### src/design/nmea_gga_position_parser_defines.svh
// ----------------------------------------------------------------------------
// nmea gga position parser assertion macros
// shared concurrent assertion forms, clocked on clk and disabled in rst
// ----------------------------------------------------------------------------
`ifndef NMEA_GGA_POSITION_PARSER_DEFINES_SVH
`define NMEA_GGA_POSITION_PARSER_DEFINES_SVH

// same-cycle implication
`define NGGA_ASSERT_NOW(lbl, ante, cons, msg) \
  lbl: assert property (@(posedge clk) disable iff (rst) (ante) |-> (cons)) else $error(msg);

// next-cycle implication
`define NGGA_ASSERT_NEXT(lbl, ante, cons, msg) \
  lbl: assert property (@(posedge clk) disable iff (rst) (ante) |=> (cons)) else $error(msg);

`endif

### src/design/ngga_pkg.sv
// ----------------------------------------------------------------------------
// nmea gga position parser package
// beat payload types for the byte and fix channels
// ----------------------------------------------------------------------------
package ngga_pkg;

  typedef struct packed {
    logic [7:0] rx_byte;
  } rx_t;

  typedef struct packed {
    logic [6:0]  fix_hour;
    logic [6:0]  fix_minute;
    logic [16:0] fix_sec_milli;
    logic [6:0]  lat_degrees;
    logic [19:0] lat_min_e4;
    logic        lat_south;
    logic [9:0]  lon_degrees;
    logic [19:0] lon_min_e4;
    logic        lon_west;
    logic [3:0]  fix_quality;
    logic        fix_updated;
    logic        has_fix;
  } fix_t;

endpackage

### src/design/ngga_stream_if.sv
// ----------------------------------------------------------------------------
// nmea gga stream interface
// valid/ready channel carrying one payload beat per handshake
// ----------------------------------------------------------------------------
interface ngga_stream_if #(
  parameter type payload_t = logic
);
  logic     valid;
  logic     ready;
  payload_t data;

  modport source (output valid, output data, input ready);
  modport sink   (input valid, input data, output ready);
endinterface

### src/design/nmea_gga_position_parser.sv
// ----------------------------------------------------------------------------
// nmea gga position parser
// extracts time, position and fix quality from a gga sentence byte stream
// ----------------------------------------------------------------------------
// rx carries one received character per beat; fix returns one beat for every
// rx beat, holding the last committed position record, with fix_updated set on
// the beat whose byte was a valid quality digit that closed a sentence.
// the path is an input byte register followed by the parser, whose committed
// record doubles as the fix output register.
// a byte taken on rx is held in the input byte register and then folded into
// the committed record, which drives fix; a stall on fix holds it in between.
// throughput: one byte per cycle while fix is not stalled, since the field
// update between the byte register and the result register is combinational.
// reset (rst, synchronous) empties both registers, sends the parser hunting
// for the start character and clears the committed record to all zero.
// when fix stalls, the result waits in place and rx still takes one more byte
// into the input register; rx ready drops only when both are full.
// ----------------------------------------------------------------------------
module nmea_gga_position_parser (
  input  logic          clk,
  input  logic          rst,
  ngga_stream_if.sink   rx,
  ngga_stream_if.source fix
);

  ngga_stream_if #(.payload_t(ngga_pkg::rx_t)) byte_ch ();

  ngga_byte_stage u_byte_stage (
    .clk    (clk),
    .rst    (rst),
    .in_ch  (rx),
    .out_ch (byte_ch.source)
  );

  ngga_parser u_parser (
    .clk    (clk),
    .rst    (rst),
    .in_ch  (byte_ch.sink),
    .out_ch (fix)
  );

endmodule

### src/design/ngga_byte_stage.sv
// ----------------------------------------------------------------------------
// nmea gga byte input stage
// registers one received byte beat in front of the parser
// ----------------------------------------------------------------------------
module ngga_byte_stage (
  input  logic          clk,
  input  logic          rst,
  ngga_stream_if.sink   in_ch,
  ngga_stream_if.source out_ch
);

  logic          held_valid;
  ngga_pkg::rx_t held_data;

  assign in_ch.ready  = !held_valid || out_ch.ready;
  assign out_ch.valid = held_valid;
  assign out_ch.data  = held_data;

  always_ff @(posedge clk) begin
    if (rst) begin
      held_valid <= 1'b0;
    end else if (in_ch.ready) begin
      held_valid <= in_ch.valid;
    end
    if (in_ch.valid && in_ch.ready) begin
      held_data <= in_ch.data;
    end
  end

endmodule

### src/design/ngga_parser.sv
// ----------------------------------------------------------------------------
// nmea gga sentence parser core
// positional field state machine, working record and committed fix register
// ----------------------------------------------------------------------------
`include "nmea_gga_position_parser_defines.svh"

module ngga_parser (
  input  logic          clk,
  input  logic          rst,
  ngga_stream_if.sink   in_ch,
  ngga_stream_if.source out_ch
);

  typedef enum logic [2:0] {
    PH_HUNT, PH_HEADER, PH_TIME, PH_LAT, PH_NS, PH_LON, PH_EW, PH_QUAL
  } phase_t;

  typedef enum logic [2:0] {
    T_DOT, T_HOUR, T_MIN, T_SEC, T_LATD, T_LATM, T_LOND, T_LONM
  } target_t;

  typedef struct packed {
    target_t     target;
    logic [16:0] weight;
  } slot_t;

  localparam logic [7:0] CH_DOLLAR = 8'h24;
  localparam logic [7:0] CH_COMMA  = 8'h2c;
  localparam logic [7:0] CH_LF     = 8'h0a;
  localparam logic [7:0] CH_CR     = 8'h0d;
  localparam logic [7:0] CH_ZERO   = 8'h30;
  localparam logic [7:0] CH_EIGHT  = 8'h38;
  localparam logic [7:0] CH_NINE   = 8'h39;
  localparam logic [7:0] CH_N      = 8'h4e;
  localparam logic [7:0] CH_S      = 8'h53;
  localparam logic [7:0] CH_E      = 8'h45;
  localparam logic [7:0] CH_W      = 8'h57;
  localparam logic [7:0] CH_G      = 8'h47;
  localparam logic [7:0] CH_A      = 8'h41;
  localparam logic [3:0] HDR_LEN   = 4'd5;
  localparam logic [3:0] HDR_LAST  = 4'd4;
  localparam logic [3:0] LAT_LAST  = 4'd8;
  localparam logic [3:0] FLD_LAST  = 4'd9;

  function automatic logic [7:0] hdr_char(input logic [2:0] idx);
    logic [7:0] c;
    case (idx)
      3'd1:    c = CH_N;
      3'd4:    c = CH_A;
      default: c = CH_G;
    endcase
    return c;
  endfunction

  function automatic slot_t slot_lookup(input phase_t ph, input logic [3:0] idx);
    slot_t s;
    s = '{target: T_DOT, weight: 17'd0};
    unique case (ph)
      PH_TIME: begin
        case (idx)
          4'd0:    s = '{target: T_HOUR, weight: 17'd10};
          4'd1:    s = '{target: T_HOUR, weight: 17'd1};
          4'd2:    s = '{target: T_MIN,  weight: 17'd10};
          4'd3:    s = '{target: T_MIN,  weight: 17'd1};
          4'd4:    s = '{target: T_SEC,  weight: 17'd10000};
          4'd5:    s = '{target: T_SEC,  weight: 17'd1000};
          4'd7:    s = '{target: T_SEC,  weight: 17'd100};
          4'd8:    s = '{target: T_SEC,  weight: 17'd10};
          4'd9:    s = '{target: T_SEC,  weight: 17'd1};
          default: s = '{target: T_DOT,  weight: 17'd0};
        endcase
      end
      PH_LAT: begin
        case (idx)
          4'd0:    s = '{target: T_LATD, weight: 17'd10};
          4'd1:    s = '{target: T_LATD, weight: 17'd1};
          4'd2:    s = '{target: T_LATM, weight: 17'd100000};
          4'd3:    s = '{target: T_LATM, weight: 17'd10000};
          4'd5:    s = '{target: T_LATM, weight: 17'd1000};
          4'd6:    s = '{target: T_LATM, weight: 17'd100};
          4'd7:    s = '{target: T_LATM, weight: 17'd10};
          4'd8:    s = '{target: T_LATM, weight: 17'd1};
          default: s = '{target: T_DOT,  weight: 17'd0};
        endcase
      end
      PH_LON: begin
        case (idx)
          4'd0:    s = '{target: T_LOND, weight: 17'd100};
          4'd1:    s = '{target: T_LOND, weight: 17'd10};
          4'd2:    s = '{target: T_LOND, weight: 17'd1};
          4'd3:    s = '{target: T_LONM, weight: 17'd100000};
          4'd4:    s = '{target: T_LONM, weight: 17'd10000};
          4'd6:    s = '{target: T_LONM, weight: 17'd1000};
          4'd7:    s = '{target: T_LONM, weight: 17'd100};
          4'd8:    s = '{target: T_LONM, weight: 17'd10};
          4'd9:    s = '{target: T_LONM, weight: 17'd1};
          default: s = '{target: T_DOT,  weight: 17'd0};
        endcase
      end
      default: s = '{target: T_DOT, weight: 17'd0};
    endcase
    return s;
  endfunction

  phase_t           phase;
  phase_t           phase_next;
  logic [3:0]       char_index;
  logic [3:0]       char_index_next;
  ngga_pkg::fix_t   work;
  ngga_pkg::fix_t   work_next;
  ngga_pkg::fix_t   fix;
  ngga_pkg::fix_t   fix_next;
  logic             fix_valid;

  logic             take;
  logic [7:0]       b;
  logic [7:0]       b_off;
  logic [3:0]       digit;
  logic             is_digit;
  logic             ignored;
  slot_t            slot;
  logic [3:0]       last;
  logic [20:0]      prod;

  assign in_ch.ready  = !fix_valid || out_ch.ready;
  assign take         = in_ch.valid && in_ch.ready;
  assign out_ch.valid = fix_valid;
  assign out_ch.data  = fix;

  assign b        = in_ch.data.rx_byte;
  assign b_off    = b - CH_ZERO;
  assign digit    = b_off[3:0];
  assign is_digit = (b >= CH_ZERO) && (b <= CH_NINE);
  assign ignored  = (b == CH_COMMA) || (b == CH_LF) || (b == CH_CR);
  assign slot     = slot_lookup(phase, char_index);
  assign last     = (phase == PH_LAT) ? LAT_LAST : FLD_LAST;
  assign prod     = 21'(digit) * 21'(slot.weight);

  always_comb begin
    phase_next           = phase;
    char_index_next      = char_index;
    work_next            = work;
    fix_next             = fix;
    fix_next.fix_updated = 1'b0;
    if (!ignored) begin
      unique case (phase)
        PH_HUNT: begin
          if (b == CH_DOLLAR) begin
            phase_next      = PH_HEADER;
            char_index_next = 4'd0;
          end
        end
        PH_HEADER: begin
          if ((char_index < HDR_LEN) && (hdr_char(char_index[2:0]) == b)) begin
            if (char_index == HDR_LAST) begin
              work_next       = '0;
              phase_next      = PH_TIME;
              char_index_next = 4'd0;
            end else begin
              char_index_next = char_index + 4'd1;
            end
          end else begin
            phase_next      = PH_HUNT;
            char_index_next = 4'd0;
          end
        end
        PH_TIME, PH_LAT, PH_LON: begin
          if ((char_index > last) || ((slot.target != T_DOT) && !is_digit)) begin
            phase_next      = PH_HUNT;
            char_index_next = 4'd0;
          end else begin
            case (slot.target)
              T_HOUR: work_next.fix_hour      = work.fix_hour + prod[6:0];
              T_MIN:  work_next.fix_minute    = work.fix_minute + prod[6:0];
              T_SEC:  work_next.fix_sec_milli = work.fix_sec_milli + prod[16:0];
              T_LATD: work_next.lat_degrees   = work.lat_degrees + prod[6:0];
              T_LATM: work_next.lat_min_e4    = work.lat_min_e4 + prod[19:0];
              T_LOND: work_next.lon_degrees   = work.lon_degrees + prod[9:0];
              T_LONM: work_next.lon_min_e4    = work.lon_min_e4 + prod[19:0];
              default: ;
            endcase
            if (char_index == last) begin
              char_index_next = 4'd0;
              case (phase)
                PH_TIME: phase_next = PH_LAT;
                PH_LAT:  phase_next = PH_NS;
                default: phase_next = PH_EW;
              endcase
            end else begin
              char_index_next = char_index + 4'd1;
            end
          end
        end
        PH_NS: begin
          char_index_next = 4'd0;
          if ((b == CH_N) || (b == CH_S)) begin
            work_next.lat_south = (b == CH_S);
            phase_next          = PH_LON;
          end else begin
            phase_next = PH_HUNT;
          end
        end
        PH_EW: begin
          char_index_next = 4'd0;
          if ((b == CH_E) || (b == CH_W)) begin
            work_next.lon_west = (b == CH_W);
            phase_next         = PH_QUAL;
          end else begin
            phase_next = PH_HUNT;
          end
        end
        PH_QUAL: begin
          if ((b >= CH_ZERO) && (b <= CH_EIGHT)) begin
            work_next.fix_quality = digit;
            fix_next              = work;
            fix_next.fix_quality  = digit;
            fix_next.fix_updated  = 1'b1;
            fix_next.has_fix      = (digit != 4'd0);
          end
          phase_next      = PH_HUNT;
          char_index_next = 4'd0;
        end
        default: begin
          phase_next      = PH_HUNT;
          char_index_next = 4'd0;
        end
      endcase
    end
  end

  always_ff @(posedge clk) begin
    if (rst) begin
      phase      <= PH_HUNT;
      char_index <= 4'd0;
      work       <= '0;
      fix        <= '0;
      fix_valid  <= 1'b0;
    end else if (take) begin
      phase      <= phase_next;
      char_index <= char_index_next;
      work       <= work_next;
      fix        <= fix_next;
      fix_valid  <= 1'b1;
    end else if (out_ch.ready) begin
      fix_valid  <= 1'b0;
    end
  end

  `NGGA_ASSERT_NEXT(a_qual_ends_sentence, take && (phase == PH_QUAL) && !ignored,
    phase == PH_HUNT, "quality byte did not return parser to hunt")
  `NGGA_ASSERT_NEXT(a_commit_only_on_qual, take && (phase != PH_QUAL),
    !fix.fix_updated, "fix committed outside the quality position")
  `NGGA_ASSERT_NEXT(a_hold_without_commit, take && !fix_next.fix_updated,
    (fix.lat_min_e4 == $past(fix.lat_min_e4)) && (fix.fix_quality == $past(fix.fix_quality)),
    "committed record changed without a commit")
  `NGGA_ASSERT_NOW(a_index_bound, 1'b1, char_index <= FLD_LAST,
    "character index beyond the longest field")

endmodule

### src/flat_wrapper.sv
// flat-port wrapper written by rule: the top's interface ports become plain ports
module nmea_gga_position_parser_flat 
  (clk, rst, rx_valid, rx_data, rx_ready, fix_valid, fix_data, fix_ready);
  ngga_stream_if #(.payload_t(ngga_pkg::rx_t)) rx_i ();
  ngga_stream_if #(.payload_t(ngga_pkg::fix_t)) fix_i ();
  input  logic clk;
  input  logic rst;
  input wire logic [$bits(rx_i.valid)-1:0] rx_valid;
  input wire logic [$bits(rx_i.data)-1:0] rx_data;
  output wire logic [$bits(rx_i.ready)-1:0] rx_ready;
  output wire logic [$bits(fix_i.valid)-1:0] fix_valid;
  output wire logic [$bits(fix_i.data)-1:0] fix_data;
  input wire logic [$bits(fix_i.ready)-1:0] fix_ready;
  assign rx_i.valid = rx_valid;
  assign rx_i.data = rx_data;
  assign rx_ready = rx_i.ready;
  assign fix_valid = fix_i.valid;
  assign fix_data = fix_i.data;
  assign fix_i.ready = fix_ready;
  nmea_gga_position_parser u_core (.clk(clk), .rst(rst), .rx(rx_i), .fix(fix_i));
endmodule
### config.mk
export PLATFORM = sky130hd
export DESIGN_NAME = nmea_gga_position_parser_flat
export DESIGN_NICKNAME = d
export VERILOG_FILES = /design/src/design/ngga_pkg.sv /design/src/design/ngga_stream_if.sv /design/src/design/nmea_gga_position_parser.sv /design/src/design/ngga_byte_stage.sv /design/src/design/ngga_parser.sv /design/src/flat_wrapper.sv
export VERILOG_INCLUDE_DIRS = /design/src /design/src/design
export SDC_FILE = /design/constraint.sdc
export NUM_CORES = 1
export LEC_CHECK = 0
export BUFFER_PORTS_ARGS = -buffer_cell sky130_fd_sc_hd__buf_2
export CORE_ASPECT_RATIO = 0.6
export CORE_MARGIN = 2
export CORE_UTILIZATION = 60
export CTS_BUF_LIST = sky130_fd_sc_hd__clkbuf_8
export DETAILED_ROUTE_END_ITERATION = 8
export HOLD_SLACK_MARGIN = 0.15
export PLACE_DENSITY_LB_ADDON = 0.12
export SLEW_MARGIN = 20
export SYNTH_ARGS = -nofsm -noshare
export SYNTH_HDL_FRONTEND = slang
export SYNTH_SLANG_ARGS = --single-unit
### constraint.sdc
create_clock -name clk -period 12.85 [get_ports clk]
set_clock_uncertainty 0.1 [all_clocks]
set_input_delay 1.9275 -clock clk [delete_from_list [all_inputs] [get_ports clk]]
set_output_delay 1.9275 -clock clk [all_outputs]
set_load 0.02 [all_outputs]
After elaboration in Yosys (flattened, before gate mapping)
Memories as Yosys holds them, arrays and structs flattened. A register that Yosys moved wholly into a read port is not among the register bits.
Cells that the tools add are included.

storage, ports and cells
  output and inout bits = 98
  logic and storage cells = 172
  bits of input ports = 12
  bits in read-only memories = 752
  memories kept = 3
  register bits after elaboration = 203

cells by class
  reduce and logical (&&, ||, !) cells = 37
  bitwise logic cells = 1
  add/sub/neg operators = 9
  $mul = 1
  eq/ne operators = 42
  magnitude comparators = 5
  multiplexer cells = 48

memories
  name             words  width  read ports  clocked after memory_dff  wr ports  line               RTL
  (no name shown)  16     17     1           1                         0         ngga_parser.sv:87  case (idx)
  (no name shown)  16     16     1           1                         0         ngga_parser.sv:74  case (idx)
  (no name shown)  16     14     1           1                         0         ngga_parser.sv:60  case (idx)

operator list
  operator              number
  $mux W96              2
  $pmux W58 S2          1
  $pmux W20 S3          1
  $pmux W30 S2          1
  $mux W58              1
  $reduce_and A7 Y1     7
  $mux W4               11
  $add A20 B20 Y20      2
  $mux W20              2
  $eq A8 B7 Y1 const B  4
  $mux W30              1
  $eq A3 B3 Y1 const B  9
  $add A7 B7 Y7         3
  $mux W3               7
  $mux W7               3
  $mul A4 B17 Y20       1
  $pmux W3 S6           1
  $add A17 B17 Y17      1
  $mux W17              1
  $eq A8 B4 Y1 const B  2
  $eq A8 B6 Y1 const B  2
  $le A8 B6 Y1 const B  2
  $mux W8               2
  $pmux W4 S4           1
  other kinds (33)      75

Depth between registers and ports, before layout
Gate-level depths: netlist of the first run.

  word-level depth = 10
  mapped depth = 27
  gate-level depth less buffers = 25

Hierarchy
From an unflattened synthesis of the first run, not the netlist that was laid out.

second synthesis, totals
  cell total of the unflattened synthesis = 1750
  area total of the unflattened synthesis = 14088.5 µm²

by module, submodules not included
  module           area an instance (µm²)  seq. area each (µm²)  instances  cells an instance
  ngga_parser      13793.2                 4564.4                1          1737
  ngga_byte_stage  295.3                   260.2                 1          13

Worst setup path before layout of the first run
Ideal clock, no wire load.

  path type = register to register
  from = reg u_core.u_parser.phase[0]
  to = reg u_core.u_parser.work[81] (netlist bit)
  required time = 12676 ps
  slack = 6647 ps
  stages on the path, launching flop included = 26
  setup time = 74 ps
  path buffers = 2
  clock period less this slack = 6203 ps
  data arrival time = 6029 ps
  cells stage by stage = dfxtp_1 clkbuf_1 buf_1 mux2i_1 o21ai_0 and2_1 fa_1 inv_1 fa_1 inv_1 ha_1 o21a_1 a31o_2 a21o_1 a21oi_1 xnor2_1 ha_1 nand2_1 nor2_1 and3_1 and2_1 o311ai_0 a21oi_1 xnor2_1 or4_1 a31oi_1

between the ends
  cells in the longest elaborated chain, start to end = 7
  elaborated cells between the ends (all ways) = 23
  classes of those cells = add/sub: 1; mul: 1; order compare: 1; eq/ne: 9; mux: 5; reduce/logical: 6

RTL lines
  item                                                     line                                    RTL
  start, declared                                          ngga_parser.sv:105                      phase_t phase;
  start signal, assigned                                   ngga_parser.sv:239                      phase <= phase_next;
  $eq A3 B3 Y1 (tied with other cells)                     ngga_parser.sv:58, ngga_parser.sv:146
  $pmux W20 S3                                             ngga_parser.sv:58                       unique case (ph)
  $mul A4 B17 Y20 or $reduce_bool A3 Y1 (tied branches)    ngga_parser.sv:137, ngga_parser.sv:168
  $add A17 B17 Y17 or $logic_and A1 B1 Y1 (tied branches)  ngga_parser.sv:175, ngga_parser.sv:168
  $mux W17 or $logic_or A1 B1 Y1 (tied branches)           ngga_parser.sv:172, ngga_parser.sv:168
  $mux W58 or $ne A2 B2 Y1 (tied branches)                 -
  $pmux W58 S2 or $reduce_and A7 Y1 (tied branches)        -
  end signal, assigned                                     ngga_parser.sv:241                      work <= work_next;
  end, declared                                            ngga_parser.sv:109                      ngga_pkg::fix_t work;

Parallel ways exist; a longest one is shown, timed or not. The select of a mux whose other input is x is not followed.
A chain may end at the register's enable or synchronous reset.

Final worst setup path of the first run
  from = reg u_core.u_parser.phase[2]
  to = reg u_core.u_parser.work[81] (netlist bit)

Same word-level chain as after synthesis.

==> results.yml, run 1 <==
timing:
  worst_pin_slew_ps: 960.9
  max_slew_margin_pct: 35.41
  rsz0062_at_grt: "false"
  hold_viol: 0
  fin_ws_ps: 5830
  slew_violations: 0
  setup_viol: 0
  setup_tns_ps: 0
  fin_crit_sh_pct: 54.63
  fin_crit_ps: 7020
  fmax_ghz: 0.1424
floorplanning:
  start_util_pct: 61.29
  die_w_um: 202.7
  io_pins: 110
  core_area_um2: 23190
  die_area_um2: 24970
  die_y_um: 123.2
  std_cell_rows: 43
setup_path:
  rr_startpoint: "u_core.u_parser.phase[2]"
  endpoint_kind: "flop"
  crit_chain: "and3b_1, nand2_1, o21ai_0, nand2_1, fa_1, fa_1, inv_1, ha_1, a211o_1, a31o_2, a21o_1, a21oi_1, xnor2_1, ha_1, nand2_1, nor2_1, and3_1, and2_1, o311ai_0, a21oi_1, xnor2_1, or4_1, a31oi_1"
  arrival_ps: 7400
  cp_slowest_stage_delay_ps: 680
  cp_max_fo: 19
  critPathBufInv: 1
  required_ps: 13230
  slowest_stage: "dfxtp_1"
  cp_common_cell: "nand2_1"
  startpoint_type: "flop"
  crit_family: "compound AO/OA/AOI/OAI gates"
  path_class: "reg2reg"
  worstSetupStartpoint: "u_core.u_parser.phase[2]"
placement:
  port_buffers: 109
  place_inst: 2123
  gp_congestion: 0.9382
  dpl_cell_area_um2: 14950
  hpwl_um: 27020
  dp_slack_ps: 5910
clocking:
  cts_hold_buf: 0
  post_cts_buffers: 0
  clock_latency_ps: 560
  cts_tree: "yes"
  htree_levels: 2
  cts_resized: 0
  clock_sinks: 237
  cts_made_buffers: 37
  cts_buffer_depth: 3
  clk_pin_slew_ps: 70
  root_buffer: "clkbuf_8"
layout:
  syn_to_final_growth_pct: 11.16
  drive_gt1_share_pct: 11.31
  finalNonFillerCells: 2189
  fin_nets: 2008
  final_area_um2: 15800
  diodes: 0
yosys:
  synth.distinct_cells: 84
  synth_cells: 1767
  ys_top_cells_by_area: "dfxtp_1 (32%), ha_1 (11%), nand2_1 (8.2%), a21oi_1 (7.7%), fa_1 (3.7%)"
  synth_top_area_share_pct: 32.26
  async_reset_ff_share_pct: 0
  synth_ff_type: "dfxtp_1"
  ys_seq_elements: 237
  synth_warnings: 0
  synth_common_cells: "nand2_1 (312), dfxtp_1 (229), a21oi_1 (218)"
  synth_area_um2: 14210
  synth_edf_count: 8
  synth_area_per_cell_um2: 8.043
  synth-seq-area-share_pct: 33.95
  synth_most_common_cell: "nand2_1"
  syn_nets: 1927
  synth_area_leader_cell: "dfxtp_1"
drt:
  wl_um: 38320
  vias: 12960
  drc: 0
  drt_iter0_drc: 1173
  wl_per_cell_um: 17.51
  drtAntennaViolNets: 0
  first_pass_iters: 6
  vias_per_cell: 5.919
global_routing:
  grtUsageTotal_pct: 31.04
  grt_first_pass_wirelength_um: 62200
  overflow: 0
  grt_max_degree: 112
  grt_pass1_vias: 12150
  antenna_found_initial: 0
worst_hold_path:
  min_from: "u_core.u_parser.out_ch.data[42]"
  hold_path.class: "reg2reg"
power:
  peakVddDrop_mv: 0.08500
  power_density_nw_per_um2: 93.88
  p_leak_nw: 7.097
outcome:
  status: "finished, final reports clean"
run:
  drv_cap: 0
area by class of cell:
cell class	count	area [um2]
Tap cell	315	394.1
Clock inverter	16	148.9
Timing Repair Buffer	124	684.4
Sequential cell	237	4825
Inverter	88	330.3
Clock buffer	49	674.4
Fill cell	1963	7390
Multi-Input combinational cell	1360	8742
kinds of logic (layout without fill, tap and decap cells):
family	Yosys count	in the layout	synth area share (%)
AND/OR/NAND/NOR	684	684	22.59
AO/OA/AOI/OAI	449	449	19.37
flip-flops	237	237	33.95
buffers and inverters	170	277	4.701
adder cells (fa/ha/maj)	148	148	14.40
XOR/XNOR	65	65	4.006
multiplexers	14	14	0.9860
through the flow:
| stage | utilization, % | hold WS (ps) | power, mW |
|---|---|---|---|
| global route | 68.13 | 371.2 | 1.524 |
| detailed placement | 64.46 | 343.2 | 0.7829 |
| global placement | 64.46 | 338.3 | 0.7824 |
| finish | 68.13 | 351.2 | 1.483 |
| floorplan | - | 331.2 | 0.7753 |
| CTS | 68.01 | 352.2 | 1.488 |
final timing paths:
kind / endpoint / slack (ps) / depth (start not counted)
min: u_core.u_parser.out_ch.data[42] / 350 / 2
max: u_core.u_parser.work[81] / 5830 / 23
max reg2reg: u_core.u_parser.work[81] / 5830 / 23
min reg2reg: u_core.u_parser.out_ch.data[42] / 350 / 2
where the power goes:
part	total [mW]	internal, mW	switching (mW)
clock	0.716	0.402	0.314
combinational	0.0218	0.00482	0.0169
sequential	0.745	0.741	0.00490
per-layer routing:
layer / track usage [%] / vias to the layer above / wire (um)
met4: 7.619 / 0 / 670
met1: 46.04 / 6110 / 18830
met2: 46.79 / 485 / 15820
met3: 5.535 / 61 / 3006
met5: 0 / - / 0
li1: - / 6300 / -
worst register-to-register path: stages (launching register included):
cell,delay (ps)
dfxtp_1,680
and3b_1,580
nand2_1,120
o21ai_0,190
nand2_1,140
fa_1,520
fa_1,540
inv_1,60
ha_1,310
a211o_1,340
a31o_2,290
a21o_1,180
a21oi_1,160
xnor2_1,380
ha_1,400
nand2_1,90
nor2_1,70
and3_1,210
and2_1,190
o311ai_0,510
a21oi_1,150
xnor2_1,170
or4_1,390
a31oi_1,160
layout by cell type, fill, tap and decap left out, drive strengths merged, types with 7 or more instances in the layout:
cell type and instances:
a211oi 13, a21boi 7, a21o 36, a21oi 219, a22oi 23, a31oi 13
a32oi 7, and2 44, and3 16, buf 124, clkbuf 49, dfxtp 229
edfxtp 8, fa 26, ha 122, inv 98, mux2i 14, nand2 314
nand2b 18, nand3 33, nand4 14, nor2 123, nor2b 25, nor3 29
nor3b 9, nor4 8, o21a 13, o21ai 61, o31ai 10, or2 11
or3 12, xnor2 45, xor2 20
(Power assumes the default switching activity.)
==> run 2: changes to the inputs <==
CORE_UTILIZATION = 57   (was 60)
clock period = 6.27 ns   (was 12.85 ns; I/O delays follow)
==> results.yml, run 2 (synthesis gave the netlist of run 1 again) <==
outcome:
  status: "finished, final reports clean"
layout:
  layout_common_cells: "nand2_1 (311), dfxtp_1 (227), a21oi_1 (216)"
  syn_to_final_growth_pct: 13.13
  finalNonFillerCells: 2220
  fin_util_pct: 66.07
  drive_gt1_share_pct: 13.80
  layout_commonest_cell: "nand2_1"
  diodes: 0
  fin_nets: 2033
placement:
  place_inst: 2151
  hpwl_um: 28220
  port_buffers: 109
  gp_congestion: 0.9334
clocking:
  clock_latency_ps: 550
  root_buffer: "clkbuf_8"
  cts_made_buffers: 37
  cts_buffer_depth: 3
  clk_pin_slew_ps: 80
  htree_levels: 2
  clock_sinks: 237
  cts_tree: "yes"
setup_path:
  cp_slowest_stage_delay_ps: 530
  endpoint_kind: "flop"
  required_ps: 6570
  startpoint_type: "flop"
  arrival_ps: 6260
  path_class: "reg2reg"
  slowest_stage: "fa_1"
  crit_chain: "and3b_2, buf_4, nand2_1, o21ai_1, and2_1, fa_1, inv_1, fa_1, inv_1, ha_1, a21o_1, a31o_2, a2111o_1, nand2_2, o21ai_1, a31oi_1, xnor2_1, ha_1, and2_1, a22o_1, a311oi_2, xor2_1, mux2i_1, a21oi_1"
  cp_max_fo: 5
floorplanning:
  start_util_pct: 58.41
  die_w_um: 207.9
  io_pins: 110
  die_area_um2: 26250
  core_area_um2: 24330
  die_y_um: 126.3
  std_cell_rows: 44
global_routing:
  grt_first_pass_wirelength_um: 63140
  overflow: 0
  grtUsageTotal_pct: 29.72
  antenna_found_initial: 0
  grt_pass1_vias: 12230
  grt_max_degree: 101
timing:
  fin_crit_sh_pct: 94.99
  fmax_ghz: 0.1679
  worst_pin_slew_ps: 1025
  slew_violations: 0
  fin_crit_ps: 5956
  setup_viol: 0
  max_slew_margin_pct: 31.68
  hold_viol: 0
run:
  drv_cap: 0
power:
  peakVddDrop_mv: 0.1694
  power_density_nw_per_um2: 181.9
  p_leak_nw: 7.210
drt:
  wl_um: 39210
  drt_iter0_drc: 1196
  vias: 12980
  drc: 0
  vias_per_cell: 5.846
  first_pass_iters: 7
  drtAntennaViolNets: 0
  wl_per_cell_um: 17.66
worst_hold_path:
  hold_path.class: "reg2reg"
run 2: cell types whose count changed in the layout (fill, tap and decap cells not counted), moves of 3 or more:
cell,before,now
clkbuf_8,49,43
o21ai_0,59,48
xnor2_2,0,3
o21ai_1,1,11
and2_1,44,41
and2_4,0,3
ha_1,122,119
buf_4,14,38
xnor2_1,45,42
ha_4,0,3
clkinvlp_4,1,4
clkinv_2,1,6
run 2: repair_timing:
| action | CTS | global route |
|---|---|---|
| hold buffers | 0 | 0 |
| resized for setup | 0 | 41 |
| setup buffers | 0 | 4 |
| setup endpoints to repair | 0 | 11 |
run 2: critical path: cells and delay by family (launching register included):
| kind | cells | cell delay [ps] |
|---|---|---|
| AO/OA/AOI/OAI | 9 | 1950 |
| XOR/XNOR | 2 | 410 |
| adder cells (fa/ha/maj) | 4 | 1700 |
| buffers and inverters | 3 | 250 |
| flip-flops | 1 | 360 |
| multiplexers | 1 | 200 |
| AND/OR/NAND/NOR | 5 | 840 |
run 2: per-stage QoR:
| stage | TNS (ps) | instance area (um2) | hold slack (ps) | setup slack [ps] | power, mW |
|---|---|---|---|---|---|
| 3_5_place_dp | 0 | 15120 | 343.9 | 88.18 | 1.608 |
| 3_3_place_gp | 0 | 15120 | 338.3 | 245.0 | 1.607 |
| 4_1_cts | 0 | 15870 | 351.5 | 43.00 | 2.944 |
| 6_report | 0 | 16080 | 348.7 | 314.2 | 2.924 |
| 5_1_grt | -6.203 | 16080 | 366.6 | -6.203 | 3.020 |
| 2_1_floorplan | 0 | 14210 | 331.2 | 66.56 | 1.589 |
run 2: cell type report:
type	instances	area, um2
multi-input cells	1360	8890
fillers	2157	8255
flip-flops and latches	237	4827
repair buffers	149	882.1
clock buffers	43	591.8
well taps	322	402.9
inverters	88	330.3
clock inverters	21	153.9
run 2: metal layers:
layer  global-route usage [%]  up-vias  routed length (um)
met5                        0        -                   0
met4                    7.009        0                 667
met3                    8.170       60                3852
met2                    43.46      472               15800
met1                    43.53     6091               18900
li1                         -     6355                   -
run 2: power by group:
group          internal (mW)  switching [mW]
combinational         0.0111          0.0386
sequential              1.52         0.00803
clock                  0.712           0.637
total                   2.24           0.683
run 2: worst paths after layout:
check | slack, ps | start | to | depth (start not counted)
max | 310 | u_core.u_parser.phase[0] | u_core.u_parser.work[57] | 24
min | 350 | u_core.u_parser.out_ch.data[90] | u_core.u_parser.out_ch.data[90] | 2
max reg2reg | 310 | u_core.u_parser.phase[0] | u_core.u_parser.work[57] | 24
min reg2reg | 350 | u_core.u_parser.out_ch.data[90] | u_core.u_parser.out_ch.data[90] | 2
